--- config.mk ---
export PLATFORM = sky130hd
export DESIGN_NAME = power_button_sequencer_flat
export DESIGN_NICKNAME = d
export VERILOG_FILES = /design/src/rtl/pbs_pkg.sv /design/src/rtl/pbs_ifs.sv /design/src/rtl/power_button_sequencer.sv /design/src/rtl/pbs_core.sv /design/src/flat_wrapper.sv
export SDC_FILE = /design/constraint.sdc
export NUM_CORES = 1
export LEC_CHECK = 0
export ABC_AREA = 0
export BUFFER_PORTS_ARGS = -buffer_cell sky130_fd_sc_hd__buf_2
export CAP_MARGIN = 20
export CORE_MARGIN = 2
export CORE_UTILIZATION = 55
export DETAILED_ROUTE_END_ITERATION = 16
export PLACE_DENSITY = 0.73
export SLEW_MARGIN = 20
export SYNTH_ARGS = -nofsm -noshare
export SYNTH_HDL_FRONTEND = slang
export SYNTH_SLANG_ARGS = --single-unit
--- constraint.sdc ---
create_clock -name clk -period 9.6 [get_ports clk]
set_clock_uncertainty 0.2 [all_clocks]
set_input_delay 1.92 -clock clk [delete_from_list [all_inputs] [get_ports clk]]
set_output_delay 1.92 -clock clk [all_outputs]
set_load 0.01 [all_outputs]
--- src/rtl/pbs_pkg.sv ---
// Shared types, constants and register codes for the power button sequencer.
`default_nettype none

package pbs_pkg;

  // Operating mode, encoded as reported on the result channel.
  typedef enum logic [1:0] {
    MODE_OFF  = 2'd0,
    MODE_BOOT = 2'd1,
    MODE_RUN  = 2'd2,
    MODE_SHUT = 2'd3
  } mode_t;

  // Configuration register indexes.
  localparam int CFG_IDX_W = 2;
  typedef enum logic [CFG_IDX_W-1:0] {
    CFG_BOOT_TIMEOUT  = 2'd0,
    CFG_SHUT_TIMEOUT  = 2'd1,
    CFG_BOOT_BLINK    = 2'd2,
    CFG_SHUT_BLINK    = 2'd3
  } cfg_index_t;

  localparam int CFG_DATA_W = 10;
  localparam int SEC_W      = 8;
  localparam int MS_W       = 10;

  localparam logic [SEC_W-1:0] BOOT_TIMEOUT_RST = 8'd40;
  localparam logic [SEC_W-1:0] SHUT_TIMEOUT_RST = 8'd40;
  localparam logic [MS_W-1:0]  BOOT_BLINK_RST   = 10'd200;
  localparam logic [MS_W-1:0]  SHUT_BLINK_RST   = 10'd500;
  localparam logic [SEC_W-1:0] SEC_MAX          = 8'd255;

  localparam int MS_PER_SECOND_DEF = 1000;

  typedef struct packed {
    logic [SEC_W-1:0] boot_timeout_s;
    logic [SEC_W-1:0] shutdown_timeout_s;
    logic [MS_W-1:0]  boot_blink_ms;
    logic [MS_W-1:0]  shutdown_blink_ms;
  } pbs_cfg_t;

  typedef struct packed {
    mode_t            mode;
    logic             prev_button;
    logic             prev_host_ready;
    logic             led;
    logic             power_cut;
    logic             request;
    logic [MS_W-1:0]  period_ms;
    logic [MS_W-1:0]  ms_accum;
    logic [SEC_W-1:0] elapsed_s;
  } pbs_state_t;

  typedef struct packed {
    logic  led;
    logic  power_cut;
    logic  shutdown_request;
    mode_t mode;
  } pbs_result_t;

endpackage

`default_nettype wire

--- src/rtl/pbs_ifs.sv ---
// Channel interfaces: millisecond tick input, result output and register writes.
`default_nettype none

interface pbs_in_if;
  logic valid;
  logic ready;
  logic button_level;
  logic host_ready_level;
  modport source (output valid, button_level, host_ready_level, input ready);
  modport sink   (input valid, button_level, host_ready_level, output ready);
endinterface

interface pbs_out_if;
  logic       valid;
  logic       ready;
  logic       led;
  logic       power_cut;
  logic       shutdown_request;
  logic [1:0] mode;
  modport source (output valid, led, power_cut, shutdown_request, mode, input ready);
  modport sink   (input valid, led, power_cut, shutdown_request, mode, output ready);
endinterface

interface pbs_cfg_if;
  logic       valid;
  logic       ready;
  logic [1:0] index;
  logic [9:0] data;
  modport source (output valid, index, data, input ready);
  modport sink   (input valid, index, data, output ready);
endinterface

`default_nettype wire

--- src/rtl/power_button_sequencer.sv ---
// Top level of the power button sequencer: registers, result buffering and checks.
//
// Each tick item stands for one millisecond and carries the sampled button
// and host-ready levels; every tick yields exactly one result item holding
// the LED drive, the host power cut pin, the shutdown request and the mode
// (0 off, 1 booting, 2 running, 3 shutting down). The block takes one tick
// per clock cycle: the whole mode update is a single pass of logic on the
// sequencer state, and the result is registered into the output register.
// A skid register behind the output register takes the result instead and lets
// the block keep taking ticks while one result waits; tick ready drops
// only when both hold a result. Register writes are always ready and must
// be made while no tick is in flight.
`default_nettype none

module power_button_sequencer
  import pbs_pkg::*;
#(
  parameter int MS_PER_SECOND = MS_PER_SECOND_DEF
) (
  input  logic  clk,
  input  logic  rst,
  pbs_in_if.sink    tick,
  pbs_out_if.source result,
  pbs_cfg_if.sink   cfg
);

  pbs_cfg_t    cfg_regs;
  pbs_result_t res;
  pbs_result_t out_data;
  pbs_result_t skid_data;
  logic        out_valid;
  logic        skid_valid;
  logic        tick_fire;
  logic        out_free;

  // Configuration registers: take every write at once.
  assign cfg.ready = 1'b1;

  always_ff @(posedge clk) begin
    if (rst) begin
      cfg_regs.boot_timeout_s     <= BOOT_TIMEOUT_RST;
      cfg_regs.shutdown_timeout_s <= SHUT_TIMEOUT_RST;
      cfg_regs.boot_blink_ms      <= BOOT_BLINK_RST;
      cfg_regs.shutdown_blink_ms  <= SHUT_BLINK_RST;
    end else if (cfg.valid) begin
      case (cfg_index_t'(cfg.index))
        CFG_BOOT_TIMEOUT: cfg_regs.boot_timeout_s     <= cfg.data[SEC_W-1:0];
        CFG_SHUT_TIMEOUT: cfg_regs.shutdown_timeout_s <= cfg.data[SEC_W-1:0];
        CFG_BOOT_BLINK:   cfg_regs.boot_blink_ms      <= cfg.data[MS_W-1:0];
        CFG_SHUT_BLINK:   cfg_regs.shutdown_blink_ms  <= cfg.data[MS_W-1:0];
        default: begin
          cfg_regs <= cfg_regs;
        end
      endcase
    end
  end

  // Hold off ticks only when both result slots are full.
  assign tick.ready = !skid_valid;
  assign tick_fire  = tick.valid && tick.ready;

  pbs_core #(
    .MS_PER_SECOND (MS_PER_SECOND)
  ) u_core (
    .clk              (clk),
    .rst              (rst),
    .cfg              (cfg_regs),
    .advance          (tick_fire),
    .button_level     (tick.button_level),
    .host_ready_level (tick.host_ready_level),
    .res              (res)
  );

  // Output register is free when empty or being taken this cycle.
  assign out_free = !out_valid || result.ready;

  always_ff @(posedge clk) begin
    if (rst) begin
      out_valid  <= 1'b0;
      skid_valid <= 1'b0;
    end else begin
      if (out_free) begin
        if (skid_valid) begin
          // Advance the parked item; no tick is taken this cycle.
          out_valid  <= 1'b1;
          skid_valid <= 1'b0;
        end else begin
          out_valid <= tick_fire;
        end
      end else if (tick_fire) begin
        skid_valid <= 1'b1;
      end
    end
  end

  always_ff @(posedge clk) begin
    if (out_free) begin
      if (skid_valid) begin
        out_data <= skid_data;
      end else if (tick_fire) begin
        out_data <= res;
      end
    end else if (tick_fire) begin
      skid_data <= res;
    end
  end

  assign result.valid            = out_valid;
  assign result.led              = out_data.led;
  assign result.power_cut        = out_data.power_cut;
  assign result.shutdown_request = out_data.shutdown_request;
  assign result.mode             = out_data.mode;

  // Host power is cut exactly when the mode is off.
  a_power_cut_mode: assert property (@(posedge clk) disable iff (rst)
    result.valid |-> (result.power_cut == (result.mode == MODE_OFF)))
    else $error("power cut disagrees with mode");

  // Shutdown is requested exactly while shutting down.
  a_request_mode: assert property (@(posedge clk) disable iff (rst)
    result.valid |-> (result.shutdown_request == (result.mode == MODE_SHUT)))
    else $error("shutdown request disagrees with mode");

  // LED is dark when off and lit when running.
  a_led_mode: assert property (@(posedge clk) disable iff (rst)
    result.valid |-> ((result.mode != MODE_OFF || !result.led) &&
                      (result.mode != MODE_RUN || result.led)))
    else $error("LED state wrong for mode");

  // A parked item implies the output register is occupied.
  a_skid_order: assert property (@(posedge clk) disable iff (rst)
    skid_valid |-> out_valid)
    else $error("skid register holds an item ahead of the output register");

endmodule

`default_nettype wire

--- src/rtl/pbs_core.sv ---
// Mode sequencer state and its one-tick update.
`default_nettype none

module pbs_core
  import pbs_pkg::*;
#(
  parameter int MS_PER_SECOND = MS_PER_SECOND_DEF
) (
  input  logic        clk,
  input  logic        rst,
  input  pbs_cfg_t    cfg,
  input  logic        advance,
  input  logic        button_level,
  input  logic        host_ready_level,
  output pbs_result_t res
);

  localparam logic [MS_W:0] MS_SUM = (MS_W+1)'(MS_PER_SECOND);

  pbs_state_t st;
  pbs_state_t st_next;

  logic             btn_rise;
  logic             rdy_rise;
  logic             booting;
  logic [MS_W-1:0]  blink;
  logic [SEC_W-1:0] timeout;
  logic [MS_W:0]    period_inc;
  logic             period_end;
  logic [MS_W:0]    sum;
  logic             sec_wrap;
  logic [MS_W:0]    sum_adj;
  logic [MS_W-1:0]  acc_sat;
  logic [SEC_W-1:0] elapsed_edge;
  logic [SEC_W-1:0] elapsed_inc;
  logic             timeout_hit;

  always_ff @(posedge clk) begin
    if (rst) begin
      st.mode            <= MODE_OFF;
      st.prev_button     <= 1'b0;
      st.prev_host_ready <= 1'b0;
      st.led             <= 1'b0;
      st.power_cut       <= 1'b1;
      st.request         <= 1'b0;
      st.period_ms       <= '0;
      st.ms_accum        <= '0;
      st.elapsed_s       <= '0;
    end else if (advance) begin
      st <= st_next;
    end
  end

  // Datapath pieces shared by boot and shutdown.
  always_comb begin
    btn_rise     = button_level && !st.prev_button;
    rdy_rise     = host_ready_level && !st.prev_host_ready;
    booting      = (st.mode == MODE_BOOT);
    blink        = booting ? cfg.boot_blink_ms : cfg.shutdown_blink_ms;
    timeout      = booting ? cfg.boot_timeout_s : cfg.shutdown_timeout_s;
    elapsed_edge = (rdy_rise && booting) ? cfg.boot_timeout_s : st.elapsed_s;
    period_inc   = {1'b0, st.period_ms} + (MS_W+1)'(1);
    period_end   = (period_inc >= {1'b0, blink});
    sum          = {1'b0, st.ms_accum} + {1'b0, blink};
    sec_wrap     = (sum >= MS_SUM);
    sum_adj      = sec_wrap ? (sum - MS_SUM) : sum;
    acc_sat      = sum_adj[MS_W] ? '1 : sum_adj[MS_W-1:0];
    elapsed_inc  = (sec_wrap && (elapsed_edge != SEC_MAX)) ?
                   (elapsed_edge + SEC_W'(1)) : elapsed_edge;
    timeout_hit  = (elapsed_inc >= timeout);
  end

  always_comb begin
    st_next                 = st;
    st_next.prev_button     = button_level;
    st_next.prev_host_ready = host_ready_level;
    st_next.elapsed_s       = elapsed_edge;
    case (st.mode)
      MODE_OFF: begin
        if (btn_rise) begin
          st_next.mode      = MODE_BOOT;
          st_next.power_cut = 1'b0;
          st_next.request   = 1'b0;
          st_next.led       = 1'b1;
          st_next.period_ms = '0;
          st_next.ms_accum  = '0;
          st_next.elapsed_s = '0;
        end
      end
      MODE_RUN: begin
        if (btn_rise) begin
          st_next.mode      = MODE_SHUT;
          st_next.request   = 1'b1;
          st_next.led       = 1'b1;
          st_next.period_ms = '0;
          st_next.ms_accum  = '0;
          st_next.elapsed_s = '0;
        end
      end
      MODE_BOOT, MODE_SHUT: begin
        if (period_end) begin
          st_next.ms_accum  = acc_sat;
          st_next.elapsed_s = elapsed_inc;
          if (timeout_hit) begin
            if (booting) begin
              st_next.mode = MODE_RUN;
              st_next.led  = 1'b1;
            end else begin
              st_next.mode      = MODE_OFF;
              st_next.power_cut = 1'b1;
              st_next.led       = 1'b0;
              st_next.request   = 1'b0;
            end
          end else begin
            st_next.led       = !st.led;
            st_next.period_ms = '0;
          end
        end else begin
          st_next.period_ms = period_inc[MS_W-1:0];
        end
      end
      default: begin
        st_next = st;
      end
    endcase
  end

  assign res.led              = st_next.led;
  assign res.power_cut        = st_next.power_cut;
  assign res.shutdown_request = st_next.request;
  assign res.mode             = st_next.mode;

endmodule

`default_nettype wire
--- src/flat_wrapper.sv ---
// flat-port wrapper written by rule: the top's interface ports become plain ports
module power_button_sequencer_flat import pbs_pkg::*;
#(
  parameter int MS_PER_SECOND = MS_PER_SECOND_DEF
)
  (clk, rst, tick_valid, tick_button_level, tick_host_ready_level, tick_ready, result_valid, result_led, result_power_cut, result_shutdown_request, result_mode, result_ready, cfg_valid, cfg_index, cfg_data, cfg_ready);
  pbs_in_if tick_i ();
  pbs_out_if result_i ();
  pbs_cfg_if cfg_i ();
  input  logic clk;
  input  logic rst;
  input wire logic [$bits(tick_i.valid)-1:0] tick_valid;
  input wire logic [$bits(tick_i.button_level)-1:0] tick_button_level;
  input wire logic [$bits(tick_i.host_ready_level)-1:0] tick_host_ready_level;
  output wire logic [$bits(tick_i.ready)-1:0] tick_ready;
  output wire logic [$bits(result_i.valid)-1:0] result_valid;
  output wire logic [$bits(result_i.led)-1:0] result_led;
  output wire logic [$bits(result_i.power_cut)-1:0] result_power_cut;
  output wire logic [$bits(result_i.shutdown_request)-1:0] result_shutdown_request;
  output wire logic [$bits(result_i.mode)-1:0] result_mode;
  input wire logic [$bits(result_i.ready)-1:0] result_ready;
  input wire logic [$bits(cfg_i.valid)-1:0] cfg_valid;
  input wire logic [$bits(cfg_i.index)-1:0] cfg_index;
  input wire logic [$bits(cfg_i.data)-1:0] cfg_data;
  output wire logic [$bits(cfg_i.ready)-1:0] cfg_ready;
  assign tick_i.valid = tick_valid;
  assign tick_i.button_level = tick_button_level;
  assign tick_i.host_ready_level = tick_host_ready_level;
  assign tick_ready = tick_i.ready;
  assign result_valid = result_i.valid;
  assign result_led = result_i.led;
  assign result_power_cut = result_i.power_cut;
  assign result_shutdown_request = result_i.shutdown_request;
  assign result_mode = result_i.mode;
  assign result_i.ready = result_ready;
  assign cfg_i.valid = cfg_valid;
  assign cfg_i.index = cfg_index;
  assign cfg_i.data = cfg_data;
  assign cfg_ready = cfg_i.ready;
  power_button_sequencer #(.MS_PER_SECOND(MS_PER_SECOND)) u_core (.clk(clk), .rst(rst), .tick(tick_i), .result(result_i), .cfg(cfg_i));
endmodule
== After elaboration in Yosys (flattened, before gate mapping) ==
Cells that the tools add are included.
Cells by class
  equality and inequality tests: 11
  muxes and demuxes: 29
  add/subtract/negate cells: 4
  bitwise operators: 1
  reduce and logical (&&, ||, !) cells: 24
  magnitude comparators: 3
Operators by type and width (number)
  29-bit case mux with 3 select lines: 1
  10-bit 2-to-1 mux: 4
  31-bit 2-to-1 mux: 1
  29-bit 2-to-1 mux: 1
  8-bit 2-to-1 mux: 3
  18-bit 2-to-1 mux: 1
  2-bit 2-to-1 mux: 7
  2-bit AND reduction: 6
  10-bit by 1-bit adder with 11-bit output, second input constant: 1
  10-bit by 10-bit adder with 11-bit output: 1
  11-bit by 10-bit greater-or-equal comparator with 1-bit output: 1
  11-bit by 10-bit greater-or-equal comparator with 1-bit output, second input constant: 1
  11-bit 2-to-1 mux: 1
  11-bit by 10-bit subtractor with 11-bit output, second input constant: 1
  5-bit 2-to-1 mux: 2
  8-bit by 1-bit adder with 8-bit output, second input constant: 1
  2-bit == test, second input constant: 4
  8-bit greater-or-equal comparator: 1
  8-bit != test, second input constant: 1
  4-bit AND reduction: 2
  2-bit != test, second input constant: 3
  2-bit case mux with 3 select lines: 1
  1-bit logical AND: 5
  1-bit zero test: 5
  other kinds (11): 17
Storage, ports and cells
  logic and storage cells: 95
  bits in registers: 83
  bits of input ports: 19
  output and inout bits: 8

== Depth between registers and ports, before layout ==
  word-level depth: 13
  gate-level depth with buffers: 25

== Cells and area by module ==
Synthesis repeated with hierarchy kept, for this count alone.
Unflattened totals
  cells, all modules: 636
  area, all modules: 5567.8 sq um
By module, submodules not included
  pbs_core: times used 1, seq. area each 700.7 sq um, area each 3643.5 sq um, cells each 467
  power_button_sequencer: times used 1, seq. area each 1061.0 sq um, area each 1924.3 sq um, cells each 169

== Least setup slack after synthesis ==
No wires, ideal clock.
  kind: input to register
  start point: input port tick_host_ready_level
  end point: register u_core.out_data (netlist bit u_core.result.mode[1]), data pin
  slack: 2.915 ns
  path buffers: 1
  arrival time: 6.226 ns
  cell stages on the path: 20
  cells stage by stage: nor3b_2 -> buf_4 -> mux2i_1 -> inv_1 -> ha_1 -> nand3_1 -> or3_1 -> o21a_1 -> or3_1 -> o21ai_1 -> mux2_2 -> ha_1 -> a21o_1 -> a21o_1 -> a21o_1 -> a21o_1 -> a2111oi_2 -> nor3_2 -> xor2_1 -> mux2_2
RTL lines
  start, declared: RTL line flat_wrapper.sv:14  | input wire logic [$bits(tick_i.host_ready_level)-1:0] tick_host_ready_level;
  end signal, assigned: RTL line power_button_sequencer.sv:99  | out_data <= skid_data;
  end signal, assigned: RTL line power_button_sequencer.sv:101  | out_data <= res;
  end, declared: RTL line power_button_sequencer.sv:29  | pbs_result_t out_data;

==> Flow_metrics.wiki <==
{| class="wikitable"
! Metric !! Value
|-
| Bufs and invs on worst path || 2
|-
| Fraction of the yosys area taken by sequential cells || 34.07%
|-
| Worst path cell trace || buf_2 -> nor3b_2 -> mux2i_1 -> inv_1 -> ha_1 -> nand3_1 -> or3_1 -> o21a_1 -> or3_1 -> o21ai_1 -> mux2_2 -> ha_1 -> a21o_1 -> a21o_1 -> a21o_1 -> a21o_1 -> a2111oi_2 -> nor3_2 -> xor2_1 -> mux2_2
|-
| Switching Fraction || 29.21%
|-
| Clock root buffer || sky130_fd_sc_hd__clkbuf_8
|-
| Clock Sink Count || 83
|-
| MaxCap Viol Count || 0
|-
| Number of buffers added by the clock tree synthesis step || 9
|-
| Final Max Tran Viols || 0
|-
| Top-area cell type share of the netlist area || 28.26%
|-
| Number of different library cells in the post-synthesis netlist || 69
|-
| Run status || completed
|-
| Post-Synthesis Cells || 612
|-
| DRT Pass-1 Iters || 4
|-
| RSZ-0062 raised after global routing || no
|-
| Syn nets || 663
|-
| Initial antenna violation count || 0
|-
| CP Capture Type || flop
|-
| HPWL Detailed || 9311 µm
|-
| Number of port buffers || 25
|-
| Stages on worst setup path || 20
|-
| Cell area after technology mapping || 5171 µm²
|-
| Number of flops mapped to enable cells by yosys || 10
|-
| Power share of the clock group || 35.0%
|-
| Busiest layer in global routing || met2
|-
| Endpoints failing setup || 0
|-
| All-Layer GR Usage || 25.97%
|-
| First-pass GRT wire length || 21010 µm
|-
| Via count || 4514
|-
| Core Footprint || 9196 µm²
|-
| Total power per unit cell area || 137.8 nW/µm²
|-
| Sum of overflow across all layers after global routing || 0
|-
| Layout area overhead || 7.767%
|-
| Fraction of power consumed by combinational cells || 16.6%
|-
| Yosys warnings || 0
|-
| Vias in the first global route || 4404
|-
| Cell family with most CP delay || simple AND/OR/NAND/NOR gates
|-
| Number of H-tree branching levels || 3
|-
| Fillers || 805
|-
| Worst endpoint required time || 9.52 ns
|-
| Part of the power in registers || 48.4%
|-
| Share of layout cells above drive strength 1 || 12.82%
|-
| Final hold viol count || 0
|-
| Leading post-synthesis cells by cell area || sky130_fd_sc_hd__dfxtp_1 28%, sky130_fd_sc_hd__ha_1 7.5%, sky130_fd_sc_hd__mux2i_1 7.4%, sky130_fd_sc_hd__nand2_1 6.5%, sky130_fd_sc_hd__edfxtp_1 5.8%
|-
| Count of buffers added by post-CTS timing repair for setup || 0
|-
| Cell with the most instances after synthesis || sky130_fd_sc_hd__nand2_1
|-
| Worst supply voltage drop on vdd || 0.09588 mV
|-
| Cell internal power dissipation || 543.7 µW
|-
| Post-route fraction of the period consumed by the critical path || 77.11%
|-
| Clock-pin slew on the worst setup and hold paths || 0.09 ns
|-
| Die height || 101.0 µm
|-
| Antenna-violating nets left || 0
|-
| Final-stage net count || 678
|-
| Row count || 35
|-
| Number of flip-flops and latches in the synthesized netlist || 83
|-
| Slowest cell on the critical path || sky130_fd_sc_hd__nor3b_2
|-
| Post-layout min period || 7.403 ns
|-
| Transition time at the pin with the least slew margin || 1.014 ns
|-
| Class of the most critical hold timing path || flop to flop
|-
| Peak per-stage delay on the critical path || 0.81 ns
|-
| NetSw || 224.3 µW
|-
| Static leakage power || 2.427 nW
|-
| Mean cell area of the mapped netlist || 8.450 µm²
|-
| Width of the die || 101.0 µm
|-
| Number of violations reported at the end of detailed-routing iteration 0 || 265
|-
| Number of top-level design ports || 27
|-
| Worst setup path category || primary input to flop
|-
| Largest net degree at the start of global routing || 40
|-
| Total chip power || 768.0 µW
|-
| Clock latency on the worst-skew pair || 0.36 ns
|-
| Starting utilization of the core area || 56.23%
|-
| Maximum clock path buffer count || 2
|-
| Hold Crit Depth || 2
|-
| Antenna cell count || 0
|-
| Arrival @ worst endpoint || 7.32 ns
|-
| Top_reg_cell synth || sky130_fd_sc_hd__dfxtp_1
|-
| Number of hold buffers added after CTS || 0
|-
| Critical-path maximum fanout || 13
|-
| M3 GR Usage || 3.883%
|-
| Max transition margin || 32.08%
|-
| Met2 usage || 43.90%
|-
| Most instantiated cells after synthesis || 90 x sky130_fd_sc_hd__nand2_1, 73 x sky130_fd_sc_hd__dfxtp_1, 47 x sky130_fd_sc_hd__a21oi_1, 47 x sky130_fd_sc_hd__nor2_1, 38 x sky130_fd_sc_hd__mux2i_1
|-
| Detailed-route wire length per cell || 17.05 µm
|-
| Path depth of the worst reg2reg path || 23
|-
| Share of flip-flops with an asynchronous set or reset after synthesis || 0%
|-
| CTS-repair resized insts || 0
|-
| Die outline area || 10190 µm²
|-
| Top cell by count, worst path || sky130_fd_sc_hd__a21o_1
|-
| Synth area leader || sky130_fd_sc_hd__dfxtp_1
|-
| GPL Wtd Cong || 0.8797
|-
| Total Negative Setup Slacks || 0 ns
|-
| Aggregate routed wire length || 12670 µm
|-
| CP startpoint kind || primary input
|-
| Slack of the worst reg-to-reg path || 2.35 ns
|-
| Highest achievable clock rate || 0.1351 GHz
|-
| Ratio of routed vias to standard cells || 6.075
|-
| DRC viols || 0
|-
| TritonCTS clock tree || yes
|-
| Met1 layer usage reported by global route || 32.93%
|}
==> per-layer routing <==
metal | vias up | wire length, µm
met3 | 29 | 520
met1 | 2132 | 5645
met5 | - | 0
met2 | 127 | 6111
li1 | 2226 | -
met4 | 0 | 391
==> layout make-up <==
cell class	instances	area, µm²	area share (%)
Multi-Input combinational cell	486	3239	58.13
Sequential cell	83	1762	31.61
Timing Repair Buffer	29	155.1	2.784
Tap cell	111	138.9	2.492
Clock buffer	10	137.6	2.470
Clock inverter	6	72.57	1.302
Inverter	18	67.56	1.212
==> state kept, by name (all words and copies together) (netlist names), 2 cells and up <==
| signal | flops |
|---|---|
| u_core.cfg_regs | 36 |
| u_core.result.mode | 2 |
| u_core.skid_data | 5 |
| u_core.u_core.st | 35 |
==> final timing paths <==
| path | start | end |
|---|---|---|
| setup / recovery | tick_host_ready_level | u_core.result.mode[1] |
| hold / removal | u_core.cfg_regs[12] | u_core.cfg_regs[12] |
| setup reg to reg | u_core.u_core.st[34] | u_core.result.mode[1] |
| hold reg to reg | u_core.cfg_regs[12] | u_core.cfg_regs[12] |
==> through the flow <==
stage	utilization, %	instances	cell area (µm²)	setup WS (ns)	hold slack, ns
after global placement	58.31	727	5363	2.084	0.2354
after global routing	60.60	743	5573	1.894	0.2735
after floorplan	-	612	5171	2.915	0.2223
after detailed placement	58.31	727	5363	1.883	0.2515
after CTS	60.60	743	5573	2.258	0.2649
final	60.60	743	5573	2.197	0.2630
==> cell families (layout without fill, tap and decap cells) <==
group,after synthesis,after routing,share of synthesized area (%)
AO/OA/AOI/OAI,150,150,19.62
flip-flops,83,83,34.07
XOR/XNOR,21,21,3.557
multiplexers,53,53,10.62
adder cells (fa/ha/maj),32,32,7.888
AND/OR/NAND/NOR,229,229,20.88
buffers and inverters,43,63,3.290
other,1,1,0.07252
==> worst min-delay path, delay by kind of cell (launching register included) <==
kind               cells  cell delay, ns
AOI/OAI and AO/OA      1            0.05
DFF                    1            0.32
and+or+nand+nor        1            0.05
==> power by group through the flow <==
stage               sequential [mW]  clock, mW  combinational [mW]
finish                        0.372      0.269               0.127
global route                  0.373      0.287               0.141
CTS                           0.372      0.272               0.127
detailed placement            0.380          0               0.126
global placement              0.379          0               0.122
floorplan                     0.378          0              0.0937
==> cells in the final DEF (no fill, tap or decap), types with 13 or more instances in the layout <==
master                     n
sky130_fd_sc_hd__nand2_1  90
sky130_fd_sc_hd__dfxtp_1  73
sky130_fd_sc_hd__a21oi_1  47
sky130_fd_sc_hd__nor2_1   47
sky130_fd_sc_hd__mux2i_1  38
sky130_fd_sc_hd__ha_1     31
sky130_fd_sc_hd__o21ai_0  29
sky130_fd_sc_hd__nand3_1  27
sky130_fd_sc_hd__buf_2    25
sky130_fd_sc_hd__a21o_1   18
sky130_fd_sc_hd__inv_1    17
sky130_fd_sc_hd__mux2_2   15
sky130_fd_sc_hd__xnor2_1  13
(Power assumes the default switching activity.)
